$ cat config.mk
export PLATFORM = sky130hd
export DESIGN_NAME = fixed_frame_packet_fifo
export DESIGN_NICKNAME = d
export VERILOG_FILES = /design/src/fffp_pkg.sv /design/src/fixed_frame_packet_fifo.sv /design/src/fffp_ctrl.sv /design/src/fffp_dp.sv
export SDC_FILE = /design/constraint.sdc
export NUM_CORES = 1
export LEC_CHECK = 0
export BUFFER_PORTS_ARGS = -buffer_cell sky130_fd_sc_hd__clkbuf_2
export CORE_ASPECT_RATIO = 1.5
export CORE_MARGIN = 2
export CORE_UTILIZATION = 45
export DETAILED_ROUTE_END_ITERATION = 12
export MAX_ROUTING_LAYER = met4
export PLACE_DENSITY_LB_ADDON = 0.08
export SYNTH_ARGS = -nofsm -noshare
export SYNTH_HDL_FRONTEND = slang
export SYNTH_SLANG_ARGS = --single-unit
$ cat constraint.sdc
create_clock -name clk -period 22 [get_ports clk]
set_clock_uncertainty 0.1 [all_clocks]
set_input_delay 4.4 -clock clk [delete_from_list [all_inputs] [get_ports clk]]
set_output_delay 4.4 -clock clk [all_outputs]
set_load 0.05 [all_outputs]
$ cat src/fffp_pkg.sv
// Shared constants, types and controller/datapath interface structs for the
// fixed-frame packet FIFO. No dependencies.
package fffp_pkg;

  localparam int unsigned FRAME_BYTES     = 10;
  localparam int unsigned ASM_DEPTH       = FRAME_BYTES - 1;
  localparam int unsigned ASM_CNT_W       = 4;
  localparam int unsigned DEF_QUEUE_DEPTH = 8;

  localparam int unsigned BYTE_W   = 8;
  localparam int unsigned LOW_W    = 64;
  localparam int unsigned HIGH_W   = 16;
  localparam int unsigned QCOUNT_W = 4;
  localparam int unsigned ENTRY_W  = LOW_W + HIGH_W;

  // result tdata: packet_low, packet_high, queued_count, padded to whole bytes
  localparam int unsigned OUT_DATA_BITS = LOW_W + HIGH_W + QCOUNT_W;
  localparam int unsigned OUT_DATA_W    = ((OUT_DATA_BITS + 7) / 8) * 8;
  localparam int unsigned OUT_USER_W    = 3;

  localparam logic OP_RX_BYTE = 1'b0;
  localparam logic OP_POP     = 1'b1;

  typedef struct packed {
    logic take_byte;   // absorb rx byte, store or drop frame, load result
    logic pop_read;    // read head entry, advance read side
    logic pop_load;    // load result from read data
    logic pop_empty;   // load empty-pop result
  } fffp_cmd_t;

  typedef struct packed {
    logic empty;
  } fffp_status_t;

endpackage

$ cat src/fixed_frame_packet_fifo.sv
// Fixed-frame packet FIFO: 10-byte frame assembler feeding a ring of packets.
// Byte transaction and empty-pop results are valid the cycle after accept; a pop of
// a stored packet goes through the registered packet memory read, then the result
// register. One item at a time: no new item is accepted until the result is taken.
// Reset (synchronous, rst_n low) empties the queue and restarts assembly;
// packet memory contents are not cleared.
module fixed_frame_packet_fifo #(
  parameter int unsigned QUEUE_DEPTH = fffp_pkg::DEF_QUEUE_DEPTH
) (
  input  logic                                clk,
  input  logic                                rst_n,
  input  logic                                in_tvalid,
  output logic                                in_tready,
  input  logic [7:0]                          in_tdata,   // [7:0] rx_byte
  input  logic                                in_tuser,   // [0] op
  output logic                                out_tvalid,
  input  logic                                out_tready,
  // [63:0] packet_low, [79:64] packet_high, [83:80] queued_count, [87:84] zero
  output logic [fffp_pkg::OUT_DATA_W-1:0]     out_tdata,
  // [0] frame_stored, [1] frame_dropped, [2] pop_valid
  output logic [fffp_pkg::OUT_USER_W-1:0]     out_tuser
);
  import fffp_pkg::*;

  fffp_cmd_t            cmd;
  fffp_status_t         status;
  logic                 frame_stored, frame_dropped, pop_valid;
  logic [LOW_W-1:0]     packet_low;
  logic [HIGH_W-1:0]    packet_high;
  logic [QCOUNT_W-1:0]  queued_count;

  fffp_ctrl u_ctrl (
    .clk        (clk),
    .rst_n      (rst_n),
    .in_tvalid  (in_tvalid),
    .in_tready  (in_tready),
    .in_op      (in_tuser),
    .out_tvalid (out_tvalid),
    .out_tready (out_tready),
    .status     (status),
    .cmd        (cmd)
  );

  fffp_dp #(
    .QUEUE_DEPTH (QUEUE_DEPTH)
  ) u_dp (
    .clk           (clk),
    .rst_n         (rst_n),
    .rx_byte       (in_tdata),
    .cmd           (cmd),
    .status        (status),
    .frame_stored  (frame_stored),
    .frame_dropped (frame_dropped),
    .pop_valid     (pop_valid),
    .packet_low    (packet_low),
    .packet_high   (packet_high),
    .queued_count  (queued_count)
  );

  assign out_tdata = {{(OUT_DATA_W - OUT_DATA_BITS){1'b0}},
                      queued_count, packet_high, packet_low};
  assign out_tuser = {pop_valid, frame_dropped, frame_stored};

endmodule

$ cat src/fffp_ctrl.sv
// Controller state machine for the fixed-frame packet FIFO.
// Depends on fffp_pkg; drives commands into fffp_dp.
module fffp_ctrl (
  input  logic                  clk,
  input  logic                  rst_n,
  input  logic                  in_tvalid,
  output logic                  in_tready,
  input  logic                  in_op,
  output logic                  out_tvalid,
  input  logic                  out_tready,
  input  fffp_pkg::fffp_status_t status,
  output fffp_pkg::fffp_cmd_t    cmd
);
  import fffp_pkg::*;

  typedef enum logic [1:0] {
    S_IDLE,
    S_READ,
    S_OUT
  } state_t;

  state_t state_r, state_nxt;
  logic   in_acc;

  assign in_tready  = (state_r == S_IDLE);
  assign out_tvalid = (state_r == S_OUT);
  assign in_acc     = in_tvalid && in_tready;

  always_comb begin
    state_nxt = state_r;
    cmd       = '0;
    unique case (state_r)
      S_IDLE: begin
        if (in_acc) begin
          if (in_op == OP_RX_BYTE) begin
            cmd.take_byte = 1'b1;
            state_nxt     = S_OUT;
          end else if (status.empty) begin
            cmd.pop_empty = 1'b1;
            state_nxt     = S_OUT;
          end else begin
            cmd.pop_read = 1'b1;
            state_nxt    = S_READ;
          end
        end
      end
      S_READ: begin
        cmd.pop_load = 1'b1;
        state_nxt    = S_OUT;
      end
      S_OUT: begin
        if (out_tready) begin
          state_nxt = S_IDLE;
        end
      end
      default: state_nxt = S_IDLE;
    endcase
  end

  always_ff @(posedge clk) begin
    if (!rst_n) begin
      state_r <= S_IDLE;
    end else begin
      state_r <= state_nxt;
    end
  end

endmodule

$ cat src/fffp_dp.sv
// Datapath for the fixed-frame packet FIFO: frame assembly registers, packet
// memory, pointers and result register. Depends on fffp_pkg; driven by fffp_ctrl.
module fffp_dp #(
  parameter int unsigned QUEUE_DEPTH = fffp_pkg::DEF_QUEUE_DEPTH
) (
  input  logic                                clk,
  input  logic                                rst_n,
  input  logic [fffp_pkg::BYTE_W-1:0]         rx_byte,
  input  fffp_pkg::fffp_cmd_t                 cmd,
  output fffp_pkg::fffp_status_t              status,
  output logic                                frame_stored,
  output logic                                frame_dropped,
  output logic                                pop_valid,
  output logic [fffp_pkg::LOW_W-1:0]          packet_low,
  output logic [fffp_pkg::HIGH_W-1:0]         packet_high,
  output logic [fffp_pkg::QCOUNT_W-1:0]       queued_count
);
  import fffp_pkg::*;

  localparam int unsigned PTR_W = $clog2(QUEUE_DEPTH);
  localparam int unsigned CNT_W = $clog2(QUEUE_DEPTH + 1);

  logic [BYTE_W-1:0]    asm_bytes_r [ASM_DEPTH];
  logic [ASM_CNT_W-1:0] asm_cnt_r;
  logic [ENTRY_W-1:0]   mem [QUEUE_DEPTH];
  logic [ENTRY_W-1:0]   rd_data_r;
  logic [PTR_W-1:0]     wr_ptr_r, rd_ptr_r;
  logic [CNT_W-1:0]     cnt_r, cnt_nxt;

  logic                 stored_r, dropped_r, valid_r;
  logic [LOW_W-1:0]     low_r;
  logic [HIGH_W-1:0]    high_r;
  logic [QCOUNT_W-1:0]  qcnt_r;

  logic                 frame_done, full, store;
  logic [LOW_W-1:0]     frame_low;
  logic [HIGH_W-1:0]    frame_high;
  logic [CNT_W+QCOUNT_W-1:0] cnt_ext;

  assign frame_done = (asm_cnt_r == ASM_CNT_W'(ASM_DEPTH));
  assign full       = (cnt_r == CNT_W'(QUEUE_DEPTH));
  assign store      = cmd.take_byte && frame_done && !full;
  assign status.empty = (cnt_r == '0);

  always_comb begin
    for (int i = 0; i < 8; i++) begin
      frame_low[i*BYTE_W +: BYTE_W] = asm_bytes_r[i];
    end
    frame_high = {rx_byte, asm_bytes_r[ASM_DEPTH-1]};
  end

  always_comb begin
    cnt_nxt = cnt_r;
    if (store) begin
      cnt_nxt = cnt_r + CNT_W'(1);
    end else if (cmd.pop_read) begin
      cnt_nxt = cnt_r - CNT_W'(1);
    end
  end

  // queued_count keeps the low bits of the fill level
  assign cnt_ext = {{QCOUNT_W{1'b0}}, cnt_nxt};

  function automatic logic [PTR_W-1:0] ptr_inc(input logic [PTR_W-1:0] p);
    if (p == PTR_W'(QUEUE_DEPTH - 1)) begin
      return '0;
    end
    return p + PTR_W'(1);
  endfunction

  always_ff @(posedge clk) begin
    if (!rst_n) begin
      asm_cnt_r <= '0;
      wr_ptr_r  <= '0;
      rd_ptr_r  <= '0;
      cnt_r     <= '0;
    end else begin
      cnt_r <= cnt_nxt;
      if (cmd.take_byte) begin
        asm_cnt_r <= frame_done ? '0 : asm_cnt_r + ASM_CNT_W'(1);
      end
      if (store) begin
        wr_ptr_r <= ptr_inc(wr_ptr_r);
      end
      if (cmd.pop_read) begin
        rd_ptr_r <= ptr_inc(rd_ptr_r);
      end
    end
  end

  always_ff @(posedge clk) begin
    if (cmd.take_byte && !frame_done) begin
      asm_bytes_r[asm_cnt_r] <= rx_byte;
    end
  end

  always_ff @(posedge clk) begin
    if (store) begin
      mem[wr_ptr_r] <= {frame_high, frame_low};
    end
    if (cmd.pop_read) begin
      rd_data_r <= mem[rd_ptr_r];
    end
  end

  // result register
  always_ff @(posedge clk) begin
    if (cmd.take_byte || cmd.pop_empty) begin
      stored_r  <= store;
      dropped_r <= cmd.take_byte && frame_done && full;
      valid_r   <= 1'b0;
      low_r     <= '0;
      high_r    <= '0;
      qcnt_r    <= cnt_ext[QCOUNT_W-1:0];
    end else if (cmd.pop_load) begin
      stored_r  <= 1'b0;
      dropped_r <= 1'b0;
      valid_r   <= 1'b1;
      low_r     <= rd_data_r[LOW_W-1:0];
      high_r    <= rd_data_r[ENTRY_W-1:LOW_W];
      qcnt_r    <= cnt_ext[QCOUNT_W-1:0];
    end
  end

  assign frame_stored  = stored_r;
  assign frame_dropped = dropped_r;
  assign pop_valid     = valid_r;
  assign packet_low    = low_r;
  assign packet_high   = high_r;
  assign queued_count  = qcnt_r;

`ifndef SYNTHESIS
  a_cnt_range: assert property (@(posedge clk) disable iff (!rst_n)
    cnt_r <= CNT_W'(QUEUE_DEPTH))
    else $error("fill level above queue depth");

  a_pop_nonempty: assert property (@(posedge clk) disable iff (!rst_n)
    cmd.pop_read |-> cnt_r != '0)
    else $error("pop read on empty queue");

  a_store_grows: assert property (@(posedge clk) disable iff (!rst_n)
    store |=> cnt_r == $past(cnt_r) + CNT_W'(1))
    else $error("stored frame not counted");

  a_asm_range: assert property (@(posedge clk) disable iff (!rst_n)
    asm_cnt_r <= ASM_CNT_W'(ASM_DEPTH))
    else $error("assembly count out of range");
`endif

endmodule
# After elaboration in Yosys (flattened, before gate mapping)
# Memories as Yosys holds them, arrays and structs flattened. A register that Yosys moved wholly into a read port is not among the register bits.
# Index checks and enable logic that the tools add are counted.
[word_totals]
mem_count = 2
out_inout_bits = 93
inputBits = 13
ram_bits = 712
register_bits = 103
wordCells = 75
[classes]
mux = 37
n_eq_ne = 8
n_addsub = 5
reduce_logical = 12
[memory_table]
columns = ["name", "depth", "width", "rd", "rd_clocked_by_memory_dff", "write_ports", "line_no", "rtl"]
rows = [
  ["u_dp.mem", 8, 80, 1, 1, 1, "fffp_dp.sv:25", "logic [ENTRY_W-1:0] mem [QUEUE_DEPTH];"],
  ["u_dp.asm_bytes_r", 9, 8, 9, 0, 1, "fffp_dp.sv:23", "logic [BYTE_W-1:0] asm_bytes_r [ASM_DEPTH];"],
]
[ops]
columns = ["cell", "count"]
rows = [
  ["2-to-1 mux 1 bit", 21],
  ["2-to-1 mux 4 bit", 5],
  ["2-to-1 mux 2 bit", 6],
  ["2-to-1 mux 3 bit", 4],
  ["adder 4 x 1 -> 4 bit (second input constant)", 2],
  ["== test 4 bit (second input constant)", 2],
  ["adder 3 x 1 -> 3 bit (second input constant)", 2],
  ["== test 3 bit (second input constant)", 2],
  ["case mux 2 bit (3 select lines)", 1],
  ["logical AND 1 bit", 5],
  ["logical NOT 4 bit", 1],
  ["subtractor 4 x 1 -> 4 bit (second input constant)", 1],
  ["== test 2 x 1 -> 1 bit (second input constant)", 1],
  ["== test 2 bit (second input constant)", 1],
  ["logical NOT 1 bit", 2],
  ["logical NOT 2 bit", 1],
  ["inequality test 2 x 1 -> 1 bit (second input constant)", 1],
  ["inequality test 2 bit (second input constant)", 1],
  ["AND reduction 2 bit", 1],
  ["nonzero test 2 bit", 1],
  ["logical OR 1 bit", 1],
]

# Depth between registers and ports, before layout
# Gate-level depths: netlist (run 1).
[depth]
word_depth = 10
mapped_depth = 8
depth_no_buf = 7

# Cells and area by module
# A second synthesis (run 1) with hierarchy kept.
[hier_totals]
cells_unflattened = 1489
area_unflattened_um2 = 33045.4
[modules_own_cells]
columns = ["module", "cells_per_inst", "n_inst", "seq_area_each_um2", "area_per_inst_um2"]
rows = [
  ["fffp_dp", 1465, 1, 25864.8, 32860.3],
  ["fffp_ctrl", 16, 1, 40.0, 128.9],
  ["fixed_frame_packet_fifo", 8, 1, 0.0, 56.3],
]

# Least setup slack after synthesis (run 1)
# No wires, ideal clock.
[synth_path]
kind = "input-to-reg"
from = "input port in_tvalid"
to = "memory u_dp.mem[2][0] (netlist name) (enable)"
n_path_buf = 0
stages = 3
setup_ns = 0.743
setup_slack_ns = 7.979
t_required_ns = 21.157
t_arrival_ns = 13.178
path_cell_list = "nor3b_4 > nand4_4 > nor4b_1"
[synth_via]
elab_chain_cells = 7
[synth_rtl]
columns = ["element", "line_no", "rtl"]
rows = [
  ["start, declared", "fixed_frame_packet_fifo.sv:12", "input logic in_tvalid,"],
  ["logical AND 1 bit", "fffp_ctrl.sv:27", "assign in_acc = in_tvalid && in_tready;"],
  ["2-to-1 mux 2 bit", "fffp_ctrl.sv:34", "if (in_acc) begin"],
  ["2-to-1 mux 2 bit", "fffp_ctrl.sv:32", "unique case (state_r)"],
  ["logical AND 1 bit (2 in series)", "fffp_dp.sv:42", "assign store = cmd.take_byte && frame_done && !full;"],
  ["2-to-1 mux 1 bit", "fffp_dp.sv:98", "if (store) begin"],
  ["2-to-1 mux 1 bit (implied by the code)", "fffp_dp.sv:99", "mem[wr_ptr_r] <= {frame_high, frame_low};"],
  ["end, declared", "fffp_dp.sv:25", ""],
]
# Every way passes these cells.

# Final worst setup path (run 1)
[layout_path]
from = "input port in_tuser"
to = "memory u_dp.mem[7][52] (netlist name) (enable)"
[layout_via]
elab_chain_cells = 7
[layout_rtl]
columns = ["element", "line_no", "rtl"]
rows = [
  ["start, declared", "fixed_frame_packet_fifo.sv:15", "input logic in_tuser,"],
  ["2-to-1 mux 1 bit", "fffp_ctrl.sv:35", "if (in_op == OP_RX_BYTE) begin"],
  ["2-to-1 mux 2 bit", "fffp_ctrl.sv:34", ""],
  ["2-to-1 mux 2 bit", "fffp_ctrl.sv:32", ""],
  ["logical AND 1 bit (2 in series)", "fffp_dp.sv:42", ""],
  ["2-to-1 mux 1 bit", "fffp_dp.sv:98", ""],
  ["2-to-1 mux 1 bit (implied by the code)", "fffp_dp.sv:99", ""],
]
# Every way passes these cells.

==> flow_metrics.py, run 1 <==
metrics = {
    "route": {
        "viasPerCell": 5.44,
        "drtAntennaViolNets": 0,
        "via_count": 14700,
        "routedWlPerCell_um": 24.5,
        "drt_iter0_markers": 1000,
        "wirelength_um": 66100,
        "drc": 0,
        "firstDrtPassIters": 5,
    },
    "run": {
        "maxCapViolCount": 0,
    },
    "synth": {
        "async_reset_ff_share_pct": 0,
        "synth_ff_type": "edfxtp_1",
        "synth_area_per_cell_um2": 20.7,
        "synth_cell_type_count": 47,
        "synth_seq_cells": 895,
        "yosysWarnings": 0,
        "synth_cells": 1576,
        "synth-edff-count": 798,
        "netlist_area_um2": 32700,
        "seq_area_frac_synth_pct": 79.3,
    },
    "worst_setup_path": {
        "r2r_end": "u_dp.rd_data_r[51]",
        "crit_start": "in_tuser",
        "cpMostUsedCell": "buf_4",
        "start_kind": "primary input",
        "cp.arrival_ns": 7.27,
        "reg2reg_depth": 5,
        "cp_slowest_stage_delay_ns": 0.64,
        "cp_num_cells": 8,
        "setup.worst_path.class": "in -> reg",
        "cp_max_fo": 40,
        "reg2reg_slack_ns": 17.24,
        "reg2reg_from": "u_dp.rd_ptr_r[0]",
        "crit_path_cell_trace": "clkbuf_2 > nor4b_4 > nand4_4 > clkinv_2 > nand2_2 > nor2_4 > buf_4 > buf_4",
        "cp_slowest_cell": "buf_4",
        "endpoint_kind": "flip-flop",
        "path_buf_inv": 4,
        "crit_end": "u_dp.mem[7][52]",
        "path_delay_family": "buffers and inverters",
        "critPathRequiredTime_ns": 22.15,
    },
    "floorplanning": {
        "die_y_um": 334,
        "ios": 106,
        "initial_core_util_pct": 45.2,
        "core.rowCount": 121,
        "core-area_um2": 72200,
        "die_x_um": 224,
        "die_area_um2": 74800,
    },
    "global_route": {
        "antenna_found_initial": 2,
        "grt_usage_pct": 18.7,
        "grt_first_pass_wirelength_um": 99200,
        "grt_pass1_vias": 15800,
        "grt_max_degree": 126,
        "overflow": 0,
    },
    "clocking": {
        "clockRootBuffer": "clkbuf_16",
        "cts_max_path_buffers": 3,
        "cts.htree.levels": 3,
        "clkTransAtPathRegs_ns": 0.06,
        "cts_buffers": 84,
        "hold_buffers": 0,
        "cts_setup_buffers": 0,
        "ctsResizeCount": 0,
        "cts_tree": "built",
        "cts_num_sinks": 895,
        "clkLatencyLatePin_ns": 0.63,
    },
    "final_layout": {
        "area.growth.synth_to_final_pct": 13.4,
        "fill_cells": 5776,
        "drive_gt1_share_pct": 29.5,
        "antenna_cells": 0,
        "design_area_um2": 37100,
        "nNetsFinal": 1730,
    },
    "timing": {
        "setup_viol_count_final": 0,
        "report.final.slew_viol_count": 0,
        "fmax_mhz": 141,
        "final.period_utilization_pct": 32.4,
        "rsz0062_at_grt": "false",
        "final-hold-violation-count": 0,
        "layout_min_cycle_time_ns": 7.12,
        "slew_headroom_pct": 27.4,
        "tightest_slew_ns": 1.08,
        "setup_tns_ns": 0,
    },
    "placement": {
        "gp_congestion": 0.712,
        "place_area_um2": 34200,
        "hpwl_um": 34300,
        "io_buffers": 101,
    },
    "worst_hold_path": {
        "min_path_type": "reg -> reg",
    },
    "power_and_ir_drop": {
        "p_int_w": 0.00275,
        "pwr-share-seq_pct": 54.1,
        "peakVddDrop_mv": 0.0567,
        "pwr-share-clk_pct": 43.5,
        "cellPowerDensity_nw_per_um2": 92.2,
        "p_sw_w": 0.000671,
        "pwr-share-comb_pct": 2.4,
        "swShare_pct": 19.6,
        "leakage_nw": 11.6,
    },
    "run_status": {
        "status": "completed",
    },
}
## power groups by stage
stage	combinational (W)	clock, W	sequential, W
finish	0.0000805	0.00149	0.00185
global route	0.0000868	0.00159	0.00185
CTS	0.0000832	0.00153	0.00185
detailed placement	0.0000830	0	0.00189
global placement	0.0000821	0	0.00189
floorplan	0.0000492	0	0.00190
## cell type report
| type | count | area, µm² | area share, % |
|---|---|---|---|
| Inverter | 5 | 22.5 | 0.0608 |
| Multi-Input combinational cell | 593 | 6350 | 17.1 |
| Tap cell | 922 | 1150 | 3.11 |
| Sequential cell | 895 | 25900 | 69.9 |
| Timing Repair Buffer | 132 | 751 | 2.03 |
| Clock buffer | 112 | 2420 | 6.54 |
| Clock inverter | 43 | 435 | 1.18 |
## cells in the final DEF, fill, tap and decap left out, types with 13 or more instances in the layout
master     synthesis  routed
clkinv_2           1      17
clkinv_1           0      14
clkbuf_16          0      90
edfxtp_1         798     798
clkbuf_1          42      13
a21oi_1           80      80
mux2_2            80      80
clkbuf_2           0     101
dfxtp_1           97      94
mux4_2           160     160
nand2_1          182     182
buf_4             16      30
## worst min-delay path: stages (launching register included)
cell and delay, ns:
dfxtp_1 0.31, nand2_1 0.05, a21oi_1 0.05
## flip-flops by register name, indices dropped and copies added (netlist names)
signal and flops:
u_dp.queued_count 4, u_dp.mem 640, u_dp.asm_cnt_r 4, u_dp.rd_ptr_r 3, u_dp.packet_high 16, u_dp.packet_low 64
u_dp.wr_ptr_r 3, u_dp.frame_stored 1, u_dp.frame_dropped 1, u_dp.pop_valid 1, u_ctrl.state_r 2, u_dp.cnt_r 4
u_dp.rd_data_r 80, u_dp.asm_bytes_r 72
## how the worst min path moves through the flow
stage	from	endpoint	slack, ns	depth (start not counted)
finish	u_dp.packet_low[32]	u_dp.packet_low[32]	0.35	2
global route	u_dp.packet_low[45]	u_dp.packet_low[45]	0.37	2
CTS	u_dp.packet_low[40]	u_dp.packet_low[40]	0.36	2
detailed placement	u_dp.packet_low[40]	u_dp.packet_low[40]	0.35	2
global placement	u_dp.packet_high[1]	u_dp.packet_high[1]	0.34	2
floorplan	u_dp.pop_valid	u_dp.pop_valid	0.34	2
## layer usage
layer  up-vias  track usage [%]  wire (µm)
li1       6540                -          -
met1      7813             22.4      27100
met2       268             32.9      35400
met3        89             2.33       2160
met4         0             5.87       1400
met5         -                -          0
## stage by stage
| step | util, % | hold slack [ns] | worst slack, ns | std cells | power [W] |
|---|---|---|---|---|---|
| 3_5_place_dp | 47.3 | 0.348 | 14.13 | 2547 | 0.00197 |
| 4_1_cts | 51.3 | 0.356 | 14.79 | 2702 | 0.00346 |
| 6_report | 51.3 | 0.353 | 14.88 | 2702 | 0.00342 |
| 2_1_floorplan | - | 0.342 | 7.98 | 1579 | 0.00194 |
| 3_3_place_gp | 47.3 | 0.341 | 14.21 | 2547 | 0.00197 |
| 5_1_grt | 51.3 | 0.370 | 14.67 | 2702 | 0.00353 |
## logic make-up after synthesis
logic type,Yosys count,synth area share [%]
and+or+nand+nor,237,3.30
adders and majority gates,6,0.230
other,1,0.0115
buffers and inverters,91,1.51
DFF,895,79.3
muxes,243,13.9
xor gates and xnor gates,4,0.107
AOI/OAI and AO/OA,99,1.68
## synth_stat cells, types with 2 or more instances
cell type,number,area [µm²]
a21boi_0,7,52.6
nor2b_1,5,31.3
nor3_1,8,40.0
nor3b_1,4,30.0
or3_1,3,18.8
xnor2_1,2,17.5
nand4_1,2,12.5
nand2_1,182,683
edfxtp_1,798,24000
o21ai_0,4,20.0
mux2i_1,3,30.0
mux2_2,80,901
inv_1,3,11.3
mux4_2,160,3600
nor4b_4,2,47.6
nand2b_1,4,25.0
ha_1,6,75.1
xor2_1,2,17.5
a21boi_1,3,22.5
buf_4,16,120
and2_1,4,25.0
clkbuf_1,42,158
nand3_1,4,20.0
nor4_1,2,12.5
dfxtp_1,97,1940
buf_2,17,85.1
nand3b_1,2,15.0
a21oi_1,80,400
nor2_1,7,26.3
buf_6,9,101
buf_1,2,7.51
Power figures use the tool's default switching activity.
==> run 2: changes to the inputs <==
--- a/config.mk
+++ b/config.mk
@@ -5,6 +5,7 @@
 export SDC_FILE = /design/constraint.sdc
 export NUM_CORES = 1
 export LEC_CHECK = 0
+export ABC_AREA = 1
 export BUFFER_PORTS_ARGS = -buffer_cell sky130_fd_sc_hd__clkbuf_2
 export CORE_ASPECT_RATIO = 1.5
 export CORE_MARGIN = 2
==> constraint.sdc (replaced) <==
create_clock -name clk -period 6.8 [get_ports clk]
set_clock_uncertainty 0.1 [all_clocks]
set_input_delay 1.36 -clock clk [delete_from_list [all_inputs] [get_ports clk]]
set_output_delay 1.36 -clock clk [all_outputs]
set_load 0.05 [all_outputs]
==> run 2 against run 1 <==
Against the previous run:
- setup slack lost 12 ns
- utilization shrank 0.16 points
- register-to-register slack lost 14 ns
- critical path type unchanged
- highest routed layer unchanged
==> flow_metrics.py, run 2 <==
metrics = {
    "final_layout": {
        "largest-register": "u_dp.mem",
        "layout_common_cells": "edfxtp_1, nand2_1, nor2_1, o21ai_0",
        "area.growth.synth_to_final_pct": 12.4,
        "final-seq-area_um2": 25900,
        "final_common_cell": "edfxtp_1",
        "design_area_um2": 37900,
        "drive_gt1_share_pct": 14.1,
        "fill_cells": 6232,
        "nNetsFinal": 2400,
        "largest_reg_flops": 640,
        "top_regs": "u_dp.mem (640), u_dp.rd_data_r (80), u_dp.asm_bytes_r (72)",
        "multi_input_area_um2": 6790,
    },
    "floorplanning": {
        "ios": 106,
        "initial_core_util_pct": 45.5,
        "die_y_um": 339,
        "core.rowCount": 122,
        "die_area_um2": 77100,
        "core-area_um2": 74000,
        "die_x_um": 227,
    },
    "timing": {
        "rsz0062_at_grt": "false",
        "report.final.slew_viol_count": 0,
        "slew_headroom_pct": 23.3,
        "final-hold-violation-count": 0,
        "fmax_mhz": 283,
        "tightest_slew_ns": 1.15,
        "final.period_utilization_pct": 52.0,
        "layout_min_cycle_time_ns": 3.53,
        "setup_tns_ns": 0,
        "setup_viol_count_final": 0,
    },
    "power_and_ir_drop": {
        "leakage_nw": 13.2,
        "finalPower_w": 0.0107,
        "peakVddDrop_mv": 0.192,
        "cellPowerDensity_nw_per_um2": 283,
    },
    "worst_setup_path": {
        "reg2reg_depth": 9,
        "cp_slowest_cell": "buf_4",
        "cp.arrival_ns": 3.69,
        "reg2reg_slack_ns": 3.51,
        "cp_slowest_stage_delay_ns": 0.61,
        "setup.worst_path.class": "in -> reg",
        "start_kind": "primary input",
        "critPathRequiredTime_ns": 6.96,
        "cp_max_fo": 38,
        "crit_path_cell_trace": "clkbuf_2 > nand2_1 > nor2_4 > nand3_4 > inv_2 > nand2_1 > nor3_2 > buf_4 > buf_4",
        "endpoint_kind": "flip-flop",
    },
    "global_route": {
        "grt_pass1_vias": 18400,
        "antenna_found_initial": 2,
        "overflow": 0,
        "grt_usage_pct": 19.9,
        "grt_first_pass_wirelength_um": 111000,
        "grt_max_degree": 173,
    },
    "worst_hold_path": {
        "min_path_type": "reg -> reg",
        "min_path_cells": 2,
    },
    "route": {
        "via_count": 18100,
        "drc": 0,
        "drtAntennaViolNets": 0,
        "firstDrtPassIters": 7,
        "viasPerCell": 5.26,
        "routedWlPerCell_um": 21.3,
        "drt_iter0_markers": 1341,
        "wirelength_um": 73300,
    },
    "clocking": {
        "clockRootBuffer": "clkbuf_16",
        "cts_tree": "built",
        "cts.htree.levels": 3,
        "cts_setup_buffers": 0,
        "clkTransAtPathRegs_ns": 0.06,
        "hold_buffers": 0,
        "clkLatencyLatePin_ns": 0.64,
        "cts_num_sinks": 895,
        "cts_buffers": 84,
        "ctsResizeCount": 0,
        "cts_max_path_buffers": 3,
    },
    "synth": {
        "ys_top_cells_by_count": "edfxtp_1, nand2_1, nor2_1, o21ai_0",
        "synth_area_per_cell_um2": 14.7,
        "synth-edff-count": 798,
        "yosysTopAreaCell": "edfxtp_1",
        "synth_cells": 2290,
        "yosysTopAreaCellShare_pct": 71.1,
        "seq_area_frac_synth_pct": 76.9,
        "netlist_area_um2": 33700,
        "synth_ff_type": "edfxtp_1",
        "yosysWarnings": 0,
        "yosysMostFrequentCell": "edfxtp_1",
        "synth_seq_cells": 895,
        "synth_top_cells_by_area": "edfxtp_1, dfxtp_1, mux2i_1, nand2_1, o22ai_1",
        "synth_cell_type_count": 30,
        "async_reset_ff_share_pct": 0,
    },
    "placement": {
        "hpwl_um": 38500,
        "place_area_um2": 35100,
        "io_buffers": 101,
        "gp_congestion": 0.783,
    },
    "run_status": {
        "status": "completed",
    },
    "run": {
        "maxCapViolCount": 0,
    },
}
run 2: cell types whose count changed after synthesis, moves of 9 or more:
cell	delta
mux2_2	-23
nand2_1	+179
mux2i_1	+157
mux4_2	-160
clkbuf_1	+40
o21ai_0	+157
nor2_1	+176
a21oi_1	-68
mux2_1	+23
inv_1	+92
o22ai_1	+159
o21ai_1	+10
buf_8	+9
run 2: worst max-delay path: cells and delay by family:
family	cells	cell delay [ns]
buffers and inverters	4	1.37
and+or+nand+nor	5	0.91
run 2: area by class of cell:
| cell class | count | area share, % |
|---|---|---|
| clock buffers | 105 | 5.90 |
| well taps | 992 | 3.28 |
| clock inverters | 52 | 1.35 |
| flip-flops and latches | 895 | 68.5 |
| diodes | 1 | 0.00661 |
| multi-input cells | 1163 | 17.9 |
| repair buffers | 132 | 2.02 |
| inverters | 105 | 1.06 |
run 2: power breakdown:
group	leakage (nW)	switching, W	internal [W]
logic	3.93	0.0000898	0.0000124
clock network	1.36	0.00200	0.00269
registers	7.96	0.0000119	0.00593
run 2: per-stage QoR:
stage / setup slack (ns) / hold WS, ns / cells / util, %
floorplan: -1.37 / 0.320 / 2293 / -
global placement: 2.62 / 0.332 / 3287 / 47.4
detailed placement: 2.59 / 0.341 / 3287 / 47.4
CTS: 3.25 / 0.355 / 3444 / 51.1
global route: 3.10 / 0.400 / 3445 / 51.1
finish: 3.27 / 0.352 / 3445 / 51.1
run 2: final timing paths:
| path | end | from |
|---|---|---|
| max | u_dp.mem[5][35] | in_tvalid |
| min | u_dp.pop_valid | u_dp.pop_valid |
| max reg2reg | u_dp.mem[5][35] | u_dp.cnt_r[0] |
| min reg2reg | u_dp.pop_valid | u_dp.pop_valid |
run 2: routing by layer:
layer / GRT usage (%) / vias up / routed length (µm)
li1: - / 8537 / -
met1: 25.2 / 9068 / 31100
met2: 33.3 / 421 / 37400
met3: 2.67 / 95 / 2970
met4: 6.30 / 0 / 1720
met5: - / - / 0
run 2: cells by family after synthesis:
| group | Yosys count | share of synthesized area, % |
|---|---|---|
| flip-flops | 895 | 76.9 |
| AND/OR/NAND/NOR | 566 | 6.45 |
| AO/OA/AOI/OAI | 344 | 5.71 |
| multiplexers | 240 | 7.43 |
| buffers and inverters | 235 | 3.22 |
| adder cells (fa/ha/maj) | 6 | 0.223 |
| XOR/XNOR | 3 | 0.0780 |
| other | 1 | 0.0111 |
